## config.mk

```make
export PLATFORM = sky130hd
export DESIGN_NAME = rssi_noise_floor_tracker_core
export DESIGN_NICKNAME = d
export VERILOG_FILES = /design/src/rtl/rnft_pkg.sv /design/src/rtl/rssi_noise_floor_tracker_core.sv
export VERILOG_INCLUDE_DIRS = /design/src /design/src/rtl
export SDC_FILE = /design/constraint.sdc
export NUM_CORES = 1
export LEC_CHECK = 0
export BUFFER_PORTS_ARGS = -buffer_cell sky130_fd_sc_hd__buf_2
export CAP_MARGIN = 20
export CORE_MARGIN = 2
export CORE_UTILIZATION = 50
export CTS_BUF_LIST = sky130_fd_sc_hd__clkbuf_2 sky130_fd_sc_hd__clkbuf_4 sky130_fd_sc_hd__clkbuf_8
export DETAILED_ROUTE_END_ITERATION = 6
export PLACE_DENSITY = 0.71
export SYNTH_ARGS = -nofsm -noshare
export SYNTH_HDL_FRONTEND = slang
export SYNTH_SLANG_ARGS = --single-unit
```

## constraint.sdc

```tcl
create_clock -name clock -period 5.1 [get_ports clock]
set_input_delay 0.765 -clock clock [delete_from_list [all_inputs] [get_ports clock]]
set_output_delay 0.765 -clock clock [all_outputs]
set_load 0.03 [all_outputs]
```

## src/rtl/assert_macros.svh

```systemverilog
// assertion macros used by rssi_noise_floor_tracker_core
// no dependencies; defining SYNTH leaves every macro empty
`ifndef ASSERT_MACROS_SVH
`define ASSERT_MACROS_SVH
`ifndef SYNTH
// property that must hold at every clock edge outside reset
`define ASSERT_CLK(lbl, clk, rst, prop) \
   lbl: assert property (@(posedge clk) disable iff (rst) (prop)) \
      else $error("assertion failed");
// condition that must never be seen outside reset
`define ASSERT_NEVER(lbl, clk, rst, cond) \
   lbl: assert property (@(posedge clk) disable iff (rst) !(cond)) \
      else $error("forbidden condition seen");
`else
`define ASSERT_CLK(lbl, clk, rst, prop)
`define ASSERT_NEVER(lbl, clk, rst, cond)
`endif
`endif

```

## src/rtl/rnft_pkg.sv

```systemverilog
// constants and types of the rssi noise floor tracker
// no dependencies; used by rssi_noise_floor_tracker_core
`default_nettype none

package rnft_pkg;

   localparam int RSSI_W           = 9;
   localparam int FLOOR_W          = 8;
   localparam int THRESH_W         = 7;
   localparam int NUM_SAMPLES_DEF  = 64;
   localparam int ACCEPT_MARGIN    = 14;
   localparam int FLOOR_MIN        = -120;
   localparam int FLOOR_MAX        = 127;
   // width for floor/rssi compares: floor plus threshold or margin
   localparam int CMP_W            = 10;

   typedef struct packed {
      logic signed [RSSI_W-1:0] rssi;
      logic                     listening;
      logic                     packet_in_progress;
      logic                     restart_calibration;
      logic                     clear_floor;
   } req_item_type;

   typedef struct packed {
      logic signed [FLOOR_W-1:0] floor_level;
      logic                      calibrating;
      logic                      channel_busy;
      logic                      floor_updated;
   } rsp_item_type;

endpackage

`default_nettype wire

```

## src/rtl/rssi_noise_floor_tracker_core.sv

```systemverilog
// rssi noise floor tracker, top level
// depends on rnft_pkg and assert_macros.svh
`default_nettype none
`include "assert_macros.svh"

// usage
//  - request channel: req_valid/req_stall carry one rssi sample plus the
//    listening, packet_in_progress, restart_calibration and clear_floor flags
//  - response channel: rsp_valid/rsp_stall carry one response per request:
//    noise floor after the request, calibrating, channel busy, floor updated
//  - csr_wr_en/csr_wr_data write the busy threshold (0 turns the busy check
//    off); write it only while no request is in flight
//  - a request taken into the request register passes to the response
//    register, which drives rsp_*; one request per cycle unless stalled
//  - the state update is one pass of logic between the two registers, with
//    a single constant-reciprocal multiply for the average of the run
//  - reset (synchronous, active high) zeroes floor, count, sum, threshold
//    and empties both registers
//  - while rsp_stall is high the response holds; a new request is still
//    taken into the request register, and req_stall rises only when that
//    register is full and the response cannot move
module rssi_noise_floor_tracker_core #(
   parameter int NUM_SAMPLES = rnft_pkg::NUM_SAMPLES_DEF
) (
   input  logic                                clock,
   input  logic                                reset,
   // request channel
   input  logic                                req_valid,
   output logic                                req_stall,
   input  logic signed [rnft_pkg::RSSI_W-1:0]  req_rssi,
   input  logic                                req_listening,
   input  logic                                req_packet_in_progress,
   input  logic                                req_restart_calibration,
   input  logic                                req_clear_floor,
   // response channel
   output logic                                rsp_valid,
   input  logic                                rsp_stall,
   output logic signed [rnft_pkg::FLOOR_W-1:0] rsp_floor_level,
   output logic                                rsp_calibrating,
   output logic                                rsp_channel_busy,
   output logic                                rsp_floor_updated,
   // threshold register
   input  logic                                csr_wr_en,
   input  logic [rnft_pkg::THRESH_W-1:0]       csr_wr_data
);

   import rnft_pkg::*;

   // sample counter holds 0..NUM_SAMPLES, sum holds NUM_SAMPLES full-range samples
   localparam int CNT_W   = $clog2(NUM_SAMPLES + 1);
   localparam int LOG_N   = $clog2(NUM_SAMPLES);
   localparam int SUM_W   = RSSI_W + LOG_N;
   // truncating divide by NUM_SAMPLES: q = (|sum| * MULT) >> SHIFT, exact for |sum| < 2^SUM_W
   localparam int SHIFT   = SUM_W + LOG_N;
   localparam int MULT_W  = SUM_W + 1;
   localparam int PROD_W  = SUM_W + MULT_W;
   localparam int AVG_W   = RSSI_W + 1;

   localparam logic [MULT_W-1:0]       DIV_MULT =
      MULT_W'(((64'd1 << SHIFT) + 64'(NUM_SAMPLES) - 64'd1) / 64'(NUM_SAMPLES));
   localparam logic [CNT_W-1:0]        CNT_FULL = CNT_W'(NUM_SAMPLES);
   localparam logic signed [CMP_W-1:0] MARGIN_V = CMP_W'(ACCEPT_MARGIN);
   localparam logic signed [AVG_W-1:0] AVG_MIN  = AVG_W'(FLOOR_MIN);
   localparam logic signed [AVG_W-1:0] AVG_MAX  = AVG_W'(FLOOR_MAX);

   // handshake and pipeline registers
   logic         in_valid_ff;
   req_item_type in_item_ff;
   logic         rsp_valid_ff;
   rsp_item_type rsp_item_ff;
   logic         advance;

   // tracker state
   logic signed [FLOOR_W-1:0] floor_ff, floor_in;
   logic [CNT_W-1:0]          cnt_ff, cnt_in;
   logic signed [SUM_W-1:0]   sum_ff, sum_in;
   logic [THRESH_W-1:0]       thresh_ff;

   // datapath
   logic signed [FLOOR_W-1:0] floor_clr;
   logic [CNT_W-1:0]          cnt_clr, cnt_rst;
   logic signed [SUM_W-1:0]   sum_clr, sum_rst;
   logic                      collect_open, take_sample, avg_due, upd_in;
   logic                      sum_neg;
   logic [SUM_W-1:0]          sum_mag;
   logic [PROD_W-1:0]         prod;
   logic [RSSI_W-1:0]         quo;
   logic signed [AVG_W-1:0]   avg;
   logic signed [FLOOR_W-1:0] avg_clamped;
   logic signed [CMP_W-1:0]   rssi_ext, accept_lim, busy_lim;
   logic                      busy_in;
   rsp_item_type              rsp_in;

   // a request moves from the request register to the response register
   assign advance   = in_valid_ff && (!rsp_valid_ff || !rsp_stall);
   assign req_stall = in_valid_ff && !advance;

   always_ff @(posedge clock) begin
      if (reset) begin
         in_valid_ff <= 1'b0;
      end else if (!req_stall) begin
         in_valid_ff <= req_valid;
      end
   end

   always_ff @(posedge clock) begin
      if (req_valid && !req_stall) begin
         in_item_ff.rssi                <= req_rssi;
         in_item_ff.listening           <= req_listening;
         in_item_ff.packet_in_progress  <= req_packet_in_progress;
         in_item_ff.restart_calibration <= req_restart_calibration;
         in_item_ff.clear_floor         <= req_clear_floor;
      end
   end

   // magnitude of the stored sum times the reciprocal; only read when the
   // sum is untouched by clear or restart in this request
   assign sum_neg = sum_ff[SUM_W-1];
   assign sum_mag = sum_neg ? SUM_W'(-sum_ff) : SUM_W'(sum_ff);
   assign prod    = {{MULT_W{1'b0}}, sum_mag} * {{SUM_W{1'b0}}, DIV_MULT};
   assign quo     = prod[SHIFT +: RSSI_W];
   assign avg     = sum_neg ? -AVG_W'(quo) : AVG_W'(quo);

   always_comb begin
      priority if (avg < AVG_MIN) begin
         avg_clamped = FLOOR_W'(AVG_MIN);
      end else if (avg > AVG_MAX) begin
         avg_clamped = FLOOR_W'(AVG_MAX);
      end else begin
         avg_clamped = FLOOR_W'(avg);
      end
   end

   always_comb begin
      // front-end reset clears floor, count and sum first
      floor_clr = in_item_ff.clear_floor ? '0 : floor_ff;
      cnt_clr   = in_item_ff.clear_floor ? '0 : cnt_ff;
      sum_clr   = in_item_ff.clear_floor ? '0 : sum_ff;

      // restart only after a finished run
      if (in_item_ff.restart_calibration && (cnt_clr >= CNT_FULL)) begin
         cnt_rst = '0;
         sum_rst = '0;
      end else begin
         cnt_rst = cnt_clr;
         sum_rst = sum_clr;
      end

      rssi_ext     = CMP_W'(in_item_ff.rssi);
      accept_lim   = CMP_W'(floor_clr) + MARGIN_V;
      collect_open = in_item_ff.listening && (cnt_rst < CNT_FULL);
      take_sample  = collect_open && !in_item_ff.packet_in_progress
                     && (rssi_ext < accept_lim);
      avg_due      = !collect_open && (cnt_rst >= CNT_FULL) && (sum_rst != '0);

      floor_in = floor_clr;
      cnt_in   = cnt_rst;
      sum_in   = sum_rst;
      upd_in   = 1'b0;
      if (take_sample) begin
         cnt_in = cnt_rst + CNT_W'(1);
         sum_in = sum_rst + SUM_W'(in_item_ff.rssi);
      end else if (avg_due) begin
         floor_in = avg_clamped;
         sum_in   = '0;
         upd_in   = 1'b1;
      end

      busy_lim = CMP_W'(floor_in) + CMP_W'(thresh_ff);
      busy_in  = (thresh_ff != '0) && (rssi_ext > busy_lim);

      rsp_in.floor_level   = floor_in;
      rsp_in.calibrating   = cnt_in < CNT_FULL;
      rsp_in.channel_busy  = busy_in;
      rsp_in.floor_updated = upd_in;
   end

   // tracker state advances once per request
   always_ff @(posedge clock) begin
      if (reset) begin
         floor_ff <= '0;
         cnt_ff   <= '0;
         sum_ff   <= '0;
      end else if (advance) begin
         floor_ff <= floor_in;
         cnt_ff   <= cnt_in;
         sum_ff   <= sum_in;
      end
   end

   always_ff @(posedge clock) begin
      if (reset) begin
         thresh_ff <= '0;
      end else if (csr_wr_en) begin
         thresh_ff <= csr_wr_data;
      end
   end

   // response register
   always_ff @(posedge clock) begin
      if (reset) begin
         rsp_valid_ff <= 1'b0;
      end else if (advance) begin
         rsp_valid_ff <= 1'b1;
      end else if (!rsp_stall) begin
         rsp_valid_ff <= 1'b0;
      end
   end

   always_ff @(posedge clock) begin
      if (advance) begin
         rsp_item_ff <= rsp_in;
      end
   end

   assign rsp_valid         = rsp_valid_ff;
   assign rsp_floor_level   = rsp_item_ff.floor_level;
   assign rsp_calibrating   = rsp_item_ff.calibrating;
   assign rsp_channel_busy  = rsp_item_ff.channel_busy;
   assign rsp_floor_updated = rsp_item_ff.floor_updated;

   // a new floor is only computed from a finished run
   `ASSERT_NEVER(a_upd_while_cal, clock, reset,
      rsp_valid_ff && rsp_item_ff.floor_updated && rsp_item_ff.calibrating)
   // the counter stops at the run length
   `ASSERT_CLK(a_cnt_bound, clock, reset, cnt_ff <= CNT_FULL)
   // the stored floor never drops below the clamp
   `ASSERT_CLK(a_floor_min, clock, reset, floor_ff >= FLOOR_W'(FLOOR_MIN))
   // computing the floor consumes the sum
   `ASSERT_CLK(a_sum_consumed, clock, reset, (advance && upd_in) |=> (sum_ff == '0))

endmodule

`default_nettype wire

```

=== Word level (Yosys, flattened, before mapping) ===
Index checks and enable logic that the tools add are counted.

* Input port bits: 25
* Word-level logic and storage cells: 66
* Bits in latches: 0
* RAM bits: 0
* Memories: 0
* Output and inout bits: 13
* Memory bits (read-only): 0
* Register bits after elaboration: 63

* Order comparisons: 8
* Equality and inequality tests: 1
* Bitwise logic cells: 0
* Divide/modulo/power cells: 0
* Multiply operators: 0
* Muxes and demuxes: 17
* Reductions and logical operators: 19
* Add/subtract/negate cells: 6
* Shift-type cells: 0

{| class="wikitable"
|+ Operators with widths
! operator !! number
|-
| 2-to-1 mux 15 bit || 5
|-
| 2-to-1 mux 8 bit || 5
|-
| 2-to-1 mux 7 bit || 3
|-
| adder 15 x 9 -> 15 bit || 1
|-
| negation 15 bit || 1
|-
| nonzero test 15 bit || 1
|-
| greater-or-equal comparator 7 bit (second input constant) || 2
|-
| < comparator 7 bit (second input constant) || 2
|-
| > comparator 10 x 8 -> 1 bit (second input constant) || 1
|-
| logical AND 1 bit || 10
|-
| < comparator 10 x 8 -> 1 bit (second input constant) || 1
|-
| 2-to-1 mux 10 bit || 1
|-
| negation 9 -> 10 bit || 1
|-
| adder 8 x 5 -> 9 bit (second input constant) || 1
|-
| adder 8 x 8 -> 9 bit || 1
|-
| > comparator 9 bit || 1
|-
| < comparator 9 bit || 1
|-
| adder 7 x 1 -> 7 bit (second input constant) || 1
|-
| nonzero test 7 bit || 1
|-
| zero test 1 bit || 6
|-
| 2-to-1 mux 1 bit || 3
|-
| inequality test 2 x 1 -> 1 bit (second input constant) || 1
|-
| logical OR 1 bit || 1
|}

=== Logic depth before layout (Yosys ltp) ===
Gate-level depths: netlist of the first run.

* Depth in word-level cells: 14
* Depth in mapped cells: 27
* Depth with buffers taken out: 27

=== Worst setup path after synthesis of the first run ===
Ideal clock, no wire load.

* Path type: reg2reg
* From: register sum_ff[0]
* To: register rsp_item_ff (netlist bit rsp_channel_busy), data pin
* Buffers on the path: 0
* Required time: 4.837 ns
* Path slack: 0.050 ns
* Period minus slack after synthesis: 5.050 ns
* Data arrival time: 4.787 ns
* Library setup time: 0.263 ns
* Cell stages (with the launch flop): 26
* Cells stage by stage: dfxtp_1 nor4_1 nand2_1 o21ai_0 xor2_1 ha_1 or3_1 or3_1 a21oi_2 xnor2_1 o2111a_1 a21o_2 a21oi_1 a21o_1 ha_1 fa_1 inv_1 ha_1 nor2b_1 o21a_1 o21a_1 o21a_1 o21a_1 o21a_1 o21ai_0 a31oi_1

* Cells in the longest elaborated chain, start to end: 12
* Elaborated cells between the ends (all ways): 17
* Classes of those cells: add/sub: 3; order compare: 3; mux: 8; reduce/logical: 3

{| class="wikitable"
|+ RTL lines
! item !! line !! text
|-
| from (decl) || rssi_noise_floor_tracker_core.sv:76 || <nowiki>logic signed [SUM_W-1:0] sum_ff, sum_in;</nowiki>
|-
| from (signal assigned) || rssi_noise_floor_tracker_core.sv:187 || <nowiki>sum_ff <= sum_in;</nowiki>
|-
| negation 15 bit || rssi_noise_floor_tracker_core.sv:119 || <nowiki>assign sum_mag = sum_neg ? SUM_W'(-sum_ff) : SUM_W'(sum_ff);</nowiki>
|-
| 2-to-1 mux 15 bit || rssi_noise_floor_tracker_core.sv:119 ||
|-
| negation 9 -> 10 bit || rssi_noise_floor_tracker_core.sv:122 || <nowiki>assign avg = sum_neg ? -AVG_W'(quo) : AVG_W'(quo);</nowiki>
|-
| 2-to-1 mux 10 bit || rssi_noise_floor_tracker_core.sv:122 ||
|-
| > comparator 10 x 8 -> 1 bit || rssi_noise_floor_tracker_core.sv:127 || <nowiki>end else if (avg > AVG_MAX) begin</nowiki>
|-
| 2-to-1 mux 8 bit || rssi_noise_floor_tracker_core.sv:127 ||
|-
| 2-to-1 mux 8 bit || rssi_noise_floor_tracker_core.sv:125 || <nowiki>priority if (avg < AVG_MIN) begin</nowiki>
|-
| 2-to-1 mux 8 bit (*) || rssi_noise_floor_tracker_core.sv:163 || <nowiki>end else if (avg_due) begin</nowiki>
|-
| 2-to-1 mux 8 bit (*) || rssi_noise_floor_tracker_core.sv:160 || <nowiki>if (take_sample) begin</nowiki>
|-
| net floor_in[0] || rssi_noise_floor_tracker_core.sv:74 || <nowiki>logic signed [FLOOR_W-1:0] floor_ff, floor_in;</nowiki>
|-
| adder 8 x 8 -> 9 bit (*) || rssi_noise_floor_tracker_core.sv:169 || <nowiki>busy_lim = CMP_W'(floor_in) + CMP_W'(thresh_ff);</nowiki>
|-
| > comparator 9 bit (*) || rssi_noise_floor_tracker_core.sv:170 || <nowiki>busy_in = (thresh_ff != '0) && (rssi_ext > busy_lim);</nowiki>
|-
| logical AND 1 bit (*) || rssi_noise_floor_tracker_core.sv:170 ||
|-
| net busy_in || rssi_noise_floor_tracker_core.sv:91 || <nowiki>logic busy_in;</nowiki>
|-
| to (signal assigned) || rssi_noise_floor_tracker_core.sv:212 || <nowiki>rsp_item_ff <= rsp_in;</nowiki>
|-
| to (decl) || rssi_noise_floor_tracker_core.sv:70 || <nowiki>rsp_item_type rsp_item_ff;</nowiki>
|}

The timed path passes the listed nets; every way through them passes the cells marked *.
A chain may end at the register's enable or synchronous reset.

=== Final worst setup path of the first run ===
* From: register sum_ff[3]
* To: register rsp_item_ff (netlist bit rsp_channel_busy), data pin

Same word-level chain as after synthesis.

==> impl_metrics.json, run 1 <==
{
  "cap_violations": 0,
  "seq_area_frac_synth_pct": 35.1,
  "ys.flop_type": "dfxtp_1",
  "final_cells": 649,
  "leakagePower_nw": 2.14,
  "dp_hpwl_um": 7790,
  "intPower_mw": 0.835,
  "drive_gt1_share_pct": 19.3,
  "synth_edf_count": 24,
  "setup_viol": 1,
  "layout.nets": 608,
  "crit_path_end_kind": "register",
  "holdWs_ps": 490,
  "vias": 3849,
  "crit_type": "register to register",
  "r2r-start": "sum_ff[3]$_SDFFE_PP0P_",
  "fp.dieW_um": 96.5,
  "path_max_fanout": 4,
  "multi_input_area_sq_mm": 0.00274,
  "synthArstFlopShare_pct": 0,
  "finalCritPeriodShare_pct": 102,
  "seqPwrFrac_pct": 48.5,
  "numCtsBuffers": 9,
  "clock-sinks": 63,
  "peakVddDrop_uv": 142,
  "finalWorstSetupSlack_ps": -99.9,
  "synthCells": 481,
  "critPathBufInv": 2,
  "fmax_ghz": 0.192,
  "cp_top_family": "compound AO/OA/AOI/OAI gates",
  "tightest_slew_ps": 1060,
  "synth.top_cell.area_share_pct": 18.3,
  "gp_congestion": 0.963,
  "drc": 0,
  "dieArea_sq_mm": 0.00931,
  "rows": 33,
  "power_switching_mw": 0.314,
  "synth_cell_type_count": 55,
  "swShare_pct": 27.3,
  "grt.overflow.total": 0,
  "nFillCells": 728,
  "core-area_sq_mm": 0.00826,
  "htreeDepth": 3,
  "syn2layout_area_growth_pct": 17.1,
  "p_per_area_mw_per_mm2": 229,
  "antenna_found_initial": 0,
  "finalClockSkew_ps": 10.2,
  "synth_most_common_cell": "ha_1",
  "slowest_delay_ps": 380,
  "syn_area_per_cell_sq_um": 8.89,
  "worstHoldStart": "floor_ff[2]$_SDFFE_PP0P_",
  "yosysWarnings": 0,
  "path_common_cell": "o21a_1",
  "clk_pin_slew_ps": 70,
  "startpoint": "sum_ff[3]$_SDFFE_PP0P_",
  "slew_violations": 0,
  "maxSlewHeadroom_pct": 29.5,
  "cpMaxStageDelayCell": "or3_4",
  "clock_path_buffers": 2,
  "utilization_pct": 60.6,
  "synth_top_cell_by_area": "dfxtp_1",
  "dieHeight_um": 96.5,
  "required_ps": 5190,
  "drtIter0Drc": 300,
  "avgRoutedWirePerCell_um": 16.4,
  "synth_area_sq_mm": 0.00428,
  "p_comb_share_pct": 13.8,
  "vias_per_cell": 5.93,
  "rsz0062_at_grt": "true",
  "min_path_type": "register to register",
  "start_util_pct": 51.8,
  "synth.area.top_cells": "dfxtp_1 18%, edfxtp_1 17%, ha_1 12%, nand2_1 3.6%, nor2_1 3.6%",
  "io_buffers": 37,
  "ys_ff_latch": 63,
  "period_needed_ps": 5200,
  "io_pins": 38,
  "grt_use_total_pct": 24.4,
  "clk-insertion-delay-late_ps": 350,
  "status": "finished, violations left",
  "place_ws_ps": -250,
  "worstPathArrival_ps": 5290,
  "diodes": 0,
  "violations": "setup timing",
  "crit_path_start_kind": "register",
  "root_buffer": "clkbuf_8",
  "grt_max_degree": 27,
  "hold_viol_final": 0,
  "grt_pass1_vias": 3565,
  "seqCellArea_sq_mm": 0.00151,
  "synth_common_cells": "42 x ha_1, 41 x nand2_1, 41 x nor2_1",
  "grt_pass1_wl_um": 17200,
  "clkPwrFrac_pct": 37.8,
  "dr.pass1.iters": 5,
  "tritoncts": "yes",
  "finalWirelength_um": 10600,
  "dp_cells": 626,
  "ant_nets": 0,
  "synth_nets": 550
}
==> area by class of cell <==
type	instances	share of cell area [%]
inverter	16	1.20
sequential	63	30.1
clock buffer	10	2.62
timing repair buffer	63	7.60
tap	105	2.62
clock inverter	6	1.22
multi-input combinational	386	54.6
==> cells by family (layout without fill, tap and decap cells) <==
group,Yosys count,count (layout),share of synthesized area [%]
XOR/XNOR,32,32,6.55
AND/OR/NAND/NOR,172,172,20.4
adder cells (fa/ha/maj),44,44,13.2
flip-flops,63,63,35.1
buffers and inverters,32,95,2.84
AO/OA/AOI/OAI,128,128,19.5
multiplexers,10,10,2.34
==> worst reg2reg max path, delay by kind of cell (launching register included) <==
family	cells	cell delay, ps
buf+inv	2	230
simple gates	4	1060
fa+ha+maj	3	740
xor+xnor	3	400
flops	1	360
compound gates	14	2160
==> registers in the layout (all words and copies together), names as in the netlist <==
signal,count
sum_ff,15
in_item_ff,13
floor_ff,8
rsp_floor_level,8
cnt_ff,7
thresh_ff,7
in_valid_ff,1
rsp_calibrating,1
rsp_channel_busy,1
rsp_floor_updated,1
rsp_valid,1
==> metal layers <==
layer	GRT usage, %	wire, um	vias to the layer above
met3	4.11	498	35
met4	12.4	386	0
met5	0	0	-
met2	38.3	4860	114
li1	-	-	1863
met1	32.3	4890	1837
==> cell usage in the layout, fill, tap and decap left out, drive strengths merged, types with 3 or more instances in the layout <==
master,Yosys,routed
o41ai,3,3
a22o,3,3
nor4,3,3
and3,5,5
a22oi,5,5
nand3,9,9
nand2b,12,12
inv,16,17
nand2,41,41
a21oi,29,29
or2,3,3
a31oi,6,6
and2,23,23
dfxtp,39,39
mux2i,10,10
a41oi,3,3
edfxtp,24,24
o31ai,3,3
nor2b,7,7
ha,42,42
or3,5,5
xnor2,17,17
xor2,15,15
clkbuf,15,10
nand3b,3,3
nor3,10,10
o21a,7,7
o21ai,38,38
a21o,14,14
nand4,4,4
a211oi,4,4
nor2,42,42
buf,1,63
==> power by group through the flow <==
stage | clock network (mW) | logic, mW | registers (mW)
2_1_floorplan | 0 | 0.0999 | 0.571
3_3_place_gp | 0 | 0.145 | 0.567
3_5_place_dp | 0 | 0.151 | 0.568
4_1_cts | 0.441 | 0.155 | 0.557
5_1_grt | 0.462 | 0.176 | 0.558
6_report | 0.434 | 0.158 | 0.557
==> through the flow <==
| step | power [mW] | TNS, ps | cell area, sq um |
|---|---|---|---|
| 2_1_floorplan | 0.671 | 0 | 4280 |
| 3_3_place_gp | 0.712 | 0 | 4670 |
| 3_5_place_dp | 0.719 | -250 | 4670 |
| 4_1_cts | 1.15 | 0 | 4960 |
| 5_1_grt | 1.20 | -331 | 5010 |
| 6_report | 1.15 | -99.9 | 5010 |
==> repair_timing <==
item / CTS / global route
resized for setup: 13 / 8
pin swaps: 13 / 14
buffers inserted: 5 / 2
setup endpoints to repair: 1 / 1
hold buffers: 0 / 0
==> final timing paths <==
check                               endpoint  slack [ps]  depth (start not counted)
hold / removal      floor_ff[2]$_SDFFE_PP0P_         490                          2
setup / recovery  rsp_channel_busy$_DFFE_PP_        -100                         26
hold reg to reg     floor_ff[2]$_SDFFE_PP0P_         490                          2
setup reg to reg  rsp_channel_busy$_DFFE_PP_        -100                         26
No activity file was read; power rests on OpenSTA's default activity.
==> run 2, diff against run 1 <==
CORE_UTILIZATION = 56   (was 50)
PLACE_DENSITY = 0.79   (was 0.71)
SETUP_SLACK_MARGIN = 0.3   (was default)
==> run 2 against run 1 <==
Net effect: the flow still finishes with violations (setup timing); flip-flop and latch count unchanged; sequential power about the same; critical path depth down 1.
==> impl_metrics.json, run 2 (synthesis gave the netlist of run 1 again) <==
{
  "clock_path_buffers": 2,
  "largest_reg_flops": 15,
  "tritoncts": "yes",
  "final_common_cell": "nor2_1",
  "avgRoutedWirePerCell_um": 16.3,
  "grt_pass1_wl_um": 16800,
  "gp_congestion": 0.922,
  "peakVddDrop_uv": 200,
  "maxSlewHeadroom_pct": 46.3,
  "rows": 31,
  "dieArea_sq_mm": 0.00835,
  "status": "finished, violations left",
  "syn2layout_area_growth_pct": 14.9,
  "setup_viol": 1,
  "dr.pass1.iters": 7,
  "drtIter0Drc": 274,
  "slew_violations": 0,
  "grt_pass1_vias": 3506,
  "antenna_found_initial": 0,
  "vias_per_cell": 5.91,
  "vias": 3730,
  "core-area_sq_mm": 0.00733,
  "p_per_area_mw_per_mm2": 227,
  "clock-sinks": 63,
  "dp_hpwl_um": 7440,
  "grt.overflow.total": 0,
  "nFillCells": 560,
  "finalClockSkew_ps": 14.5,
  "clk-insertion-delay-late_ps": 360,
  "crit_path_end_kind": "register",
  "violations": "setup timing",
  "finalWirelength_um": 10300,
  "numCtsBuffers": 9,
  "grt_use_total_pct": 25.5,
  "drive_gt1_share_pct": 18.0,
  "dp_cells": 609,
  "hold_viol_final": 0,
  "crit_path_start_kind": "register",
  "period_needed_ps": 5100,
  "place_ws_ps": -83.5,
  "fp.dieW_um": 91.4,
  "clk_pin_slew_ps": 70,
  "root_buffer": "clkbuf_8",
  "leakagePower_nw": 2.08,
  "regMostFlops": "sum_ff",
  "min_path_type": "register to register",
  "worstPathArrival_ps": 5210,
  "fmax_ghz": 0.196,
  "utilization_pct": 67.0,
  "tightest_slew_ps": 805,
  "required_ps": 5210,
  "finalCritPeriodShare_pct": 100,
  "dieHeight_um": 91.4,
  "htreeDepth": 3,
  "layout_common_cells": "41 x nor2_1, 39 x nand2_1, 37 x ha_1, 37 x buf_2, 36 x dfxtp_1",
  "finalWorstSetupSlack_ps": -1.76,
  "drc": 0,
  "io_pins": 38,
  "final_cells": 631,
  "holdWs_ps": 490,
  "reg_top3": "sum_ff x15, in_item_ff x13",
  "start_util_pct": 58.3,
  "layout.nets": 596,
  "diodes": 0,
  "place_area_sq_mm": 0.00461,
  "io_buffers": 37,
  "cap_violations": 0,
  "rsz0062_at_grt": "true",
  "ant_nets": 0,
  "grt_max_degree": 27,
  "crit_type": "register to register",
  "final_cell_area_sq_mm": 0.00491,
  "path_max_fanout": 3
}
## run 2: cell types whose count changed in the layout (fill, tap and decap cells not counted), sizes merged
| cell | change |
|---|---|
| buf | -12 |
| clkbuf | +3 |
| bufinv | -1 |
| clkinvlp | -1 |
| inv | -1 |
## run 2: what timing repair did
action / CTS / global route
buffers inserted: 1 / 5
setup endpoints to repair: 1 / 1
pin swaps: 4 / 13
gates resized for setup: 5 / 12
hold endpoints to repair: 0 / 0
hold buffers: 0 / 0
## run 2: layout make-up
class,count,area (sq um),area share (%)
Sequential cell,63,1510,30.7
Clock buffer,13,166,3.39
Timing Repair Buffer,51,290,5.91
Clock inverter,3,17.5,0.356
Inverter,16,60.1,1.22
Multi-Input combinational cell,386,2750,55.9
Tap cell,99,124,2.52
## run 2: metal layers
metal | track usage [%] | wire, um
met1 | 34.1 | 4640
met2 | 39.2 | 4780
met3 | 6.22 | 547
met4 | 11.0 | 327
met5 | 0 | 0
## run 2: final timing paths
kind | start | to | slack (ps) | depth (start not counted)
worst min register to register | in_valid_ff$_SDFFE_PP0N_ | rsp_valid$_SDFFE_PP0P_ | 490 | 2
worst max register to register | sum_ff[3]$_SDFFE_PP0P_ | rsp_channel_busy$_DFFE_PP_ | -2 | 25
worst max-delay path | sum_ff[3]$_SDFFE_PP0P_ | rsp_channel_busy$_DFFE_PP_ | -2 | 25
worst min-delay path | in_valid_ff$_SDFFE_PP0N_ | rsp_valid$_SDFFE_PP0P_ | 490 | 2
## run 2: critical path, stage by stage, from the launching register on
cell and delay [ps]:
dfxtp_4 350, nor4_4 290, nand2_2 110, o21ai_2 160, xor2_1 90, ha_2 180, or3_1 300, or3_1 360
a21oi_2 150, xnor2_1 140, o2111a_1 220, a21o_4 130, a21oi_1 40, a21o_1 190, ha_2 200, fa_1 480
inv_1 60, ha_4 210, nor2b_1 130, o21a_1 160, o21a_1 160, o21a_1 160, o21a_1 160, o21a_1 170
o21ai_1 120, a31oi_1 100
## run 2: report_power, final
part	switching, mW	internal (mW)	leakage, nW	total, mW
registers	0.0174	0.540	0.541	0.557
clock network	0.190	0.212	0.0963	0.402
logic	0.0926	0.0644	1.45	0.157
total	0.300	0.816	2.08	1.12
## run 2: through the flow
stage / total power [mW] / setup TNS, ps
6_report: 1.12 / -1.76
3_3_place_gp: 0.710 / 0
4_1_cts: 1.12 / 0
5_1_grt: 1.16 / -270
3_5_place_dp: 0.717 / -83.5
2_1_floorplan: 0.671 / 0
==> run 3, diff against run 2 <==
MAX_ROUTING_LAYER = met4   (was default)
==> run 3 against run 2 <==
Net effect: via count fell by 0.48%; clock-buffer cell count fell by 2; final area rose by 0.43%; sequential power barely moved; critical path depth did not move; the run now ends clean.
==> impl_metrics.json, run 3 (synthesis gave the netlist of run 1 again) <==
{
  "whs_path_depth": 2,
  "avgRoutedWirePerCell_um": 16.5,
  "numCtsBuffers": 9,
  "dieArea_sq_mm": 0.00835,
  "dieHeight_um": 91.4,
  "setup_viol": 0,
  "largest_reg_flops": 15,
  "dp_hpwl_um": 7400,
  "tritoncts": "yes",
  "min_path_type": "register to register",
  "multi_input_area_sq_mm": 0.00275,
  "reg2reg_slack_ps": 60,
  "r2r-start": "sum_ff[3]$_SDFFE_PP0P_",
  "path_max_fanout": 4,
  "crit_path_end_kind": "register",
  "maxSlewHeadroom_pct": 45.0,
  "required_ps": 5190,
  "gp_congestion": 0.935,
  "rr_endpoint": "rsp_channel_busy$_DFFE_PP_",
  "clock_path_buffers": 2,
  "worstHoldStart": "sum_ff[3]$_SDFFE_PP0P_",
  "worstRegToRegCells": 25,
  "place_ws_ps": -41.7,
  "vias": 3712,
  "io_pins": 38,
  "crit_path_start_kind": "register",
  "ant_nets": 0,
  "finalClockSkew_ps": 5.31,
  "start_util_pct": 58.3,
  "power_mw": 1.20,
  "core-area_sq_mm": 0.00733,
  "antenna_found_initial": 0,
  "grt_pass1_wl_um": 17000,
  "cap_violations": 0,
  "postCtsHoldBufs": 0,
  "fp.dieW_um": 91.4,
  "layout_common_cells": "41 x nor2_1, 39 x nand2_1, 38 x ha_1",
  "clk_pin_slew_ps": 70,
  "clock-sinks": 63,
  "leakagePower_nw": 2.09,
  "fmax_ghz": 0.198,
  "dr.pass1.iters": 6,
  "drive_gt1_share_pct": 17.9,
  "peakVddDrop_uv": 140,
  "drtIter0Drc": 191,
  "regMostFlops": "sum_ff",
  "seqCellArea_sq_mm": 0.00151,
  "crit_type": "register to register",
  "hold_viol_final": 0,
  "htreeDepth": 3,
  "vias_per_cell": 5.90,
  "root_buffer": "clkbuf_8",
  "status": "finished clean",
  "period_needed_ps": 5040,
  "layout.nets": 594,
  "reg_top3": "sum_ff x15, in_item_ff x13",
  "min_to": "sum_ff[3]$_SDFFE_PP0P_",
  "grt_use_total_pct": 26.2,
  "finalWirelength_um": 10400,
  "syn2layout_area_growth_pct": 15.4,
  "nFillCells": 573,
  "p_per_area_mw_per_mm2": 243,
  "diodes": 0,
  "grt_max_degree": 27,
  "rsz0062_at_grt": "true",
  "final_common_cell": "nor2_1",
  "drc": 0,
  "worstPathArrival_ps": 5130,
  "io_buffers": 37,
  "slew_violations": 0,
  "finalCritPeriodShare_pct": 98.8,
  "grt_pass1_vias": 3487,
  "clk-insertion-delay-late_ps": 340,
  "finalWorstSetupSlack_ps": 61.6,
  "tightest_slew_ps": 825,
  "rows": 31,
  "grt.overflow.total": 0
}
-- run 3: changes by cell type in the layout (fill, tap and decap cells not counted), sizes merged --
cell      previous run  this run
clkbuf              13        11
buf                 51        49
bufinv               0         2
clkinv               2         3
clkinvlp             1         0
-- run 3: how the worst max path moves through the flow --
| stage | from | to | slack, ps | depth (start not counted) |
|---|---|---|---|---|
| after floorplan | sum_ff[3]$_SDFFE_PP0P_ | rsp_channel_busy$_DFFE_PP_ | 240 | 25 |
| final | sum_ff[3]$_SDFFE_PP0P_ | rsp_channel_busy$_DFFE_PP_ | 60 | 25 |
| after global placement | sum_ff[3]$_SDFFE_PP0P_ | rsp_channel_busy$_DFFE_PP_ | 110 | 27 |
| after CTS | sum_ff[0]$_SDFFE_PP0P_ | rsp_channel_busy$_DFFE_PP_ | 70 | 25 |
| after detailed placement | sum_ff[3]$_SDFFE_PP0P_ | rsp_channel_busy$_DFFE_PP_ | -40 | 24 |
| after global routing | sum_ff[3]$_SDFFE_PP0P_ | rsp_channel_busy$_DFFE_PP_ | -210 | 27 |
-- run 3: stage by stage --
| step | setup TNS, ps | hold WS [ps] | utilization [%] | instances | instance area [sq um] |
|---|---|---|---|---|---|
| after floorplan | 0 | 447 | - | 481 | 4300 |
| after global placement | 0 | 463 | 62.8 | 609 | 4610 |
| after detailed placement | -41.7 | 467 | 62.8 | 609 | 4610 |
| after CTS | 0 | 485 | 66.3 | 627 | 4860 |
| final | 0 | 478 | 67.3 | 629 | 4940 |
| after global routing | -213 | 487 | 67.3 | 629 | 4940 |
-- run 3: layer usage --
layer,part of all wire [%],GRT usage [%]
met1,46,34.3
met2,45,39.6
met3,5.5,4.56
met4,3.4,12.1
met5,0,-
-- run 3: repair_timing --
action,in CTS,in global routing
gates cloned,0,0
pin swaps,7,8
endpoints found under the setup margin,1,1
setup buffers,2,2
gates resized for setup,7,11
-- run 3: layout make-up --
type,count,share of cell area (%)
flip-flops and latches,63,30.5
clock buffers,11,2.94
inverters,16,1.22
repair buffers,49,5.58
clock inverters,5,1.47
multi-input cells,386,55.8
well taps,99,2.51
-- run 3: report_power, final --
part / switching [mW] / internal (mW) / leakage (nW) / total, mW
combinational: 0.0912 / 0.0633 / 1.44 / 0.155
clock: 0.196 / 0.290 / 0.112 / 0.486
sequential: 0.0179 / 0.540 / 0.540 / 0.558
-- run 3: critical path, stage by stage (launching register included) --
cell and delay, ps:
dfxtp_2 340, nor4_4 300, nand2_2 100, o21ai_2 130, xor2_1 80, ha_2 180, or3_1 300, or3_1 330
a21oi_2 180, xnor2_2 140, o2111a_1 220, a21o_4 130, a21oi_1 40, a21o_1 190, ha_2 190, fa_2 510
inv_1 60, ha_4 210, nor2b_1 130, o21a_1 160, o21a_1 160, o21a_1 170, o21a_1 160, o21a_1 160
o21ai_1 130, a31oi_1 90
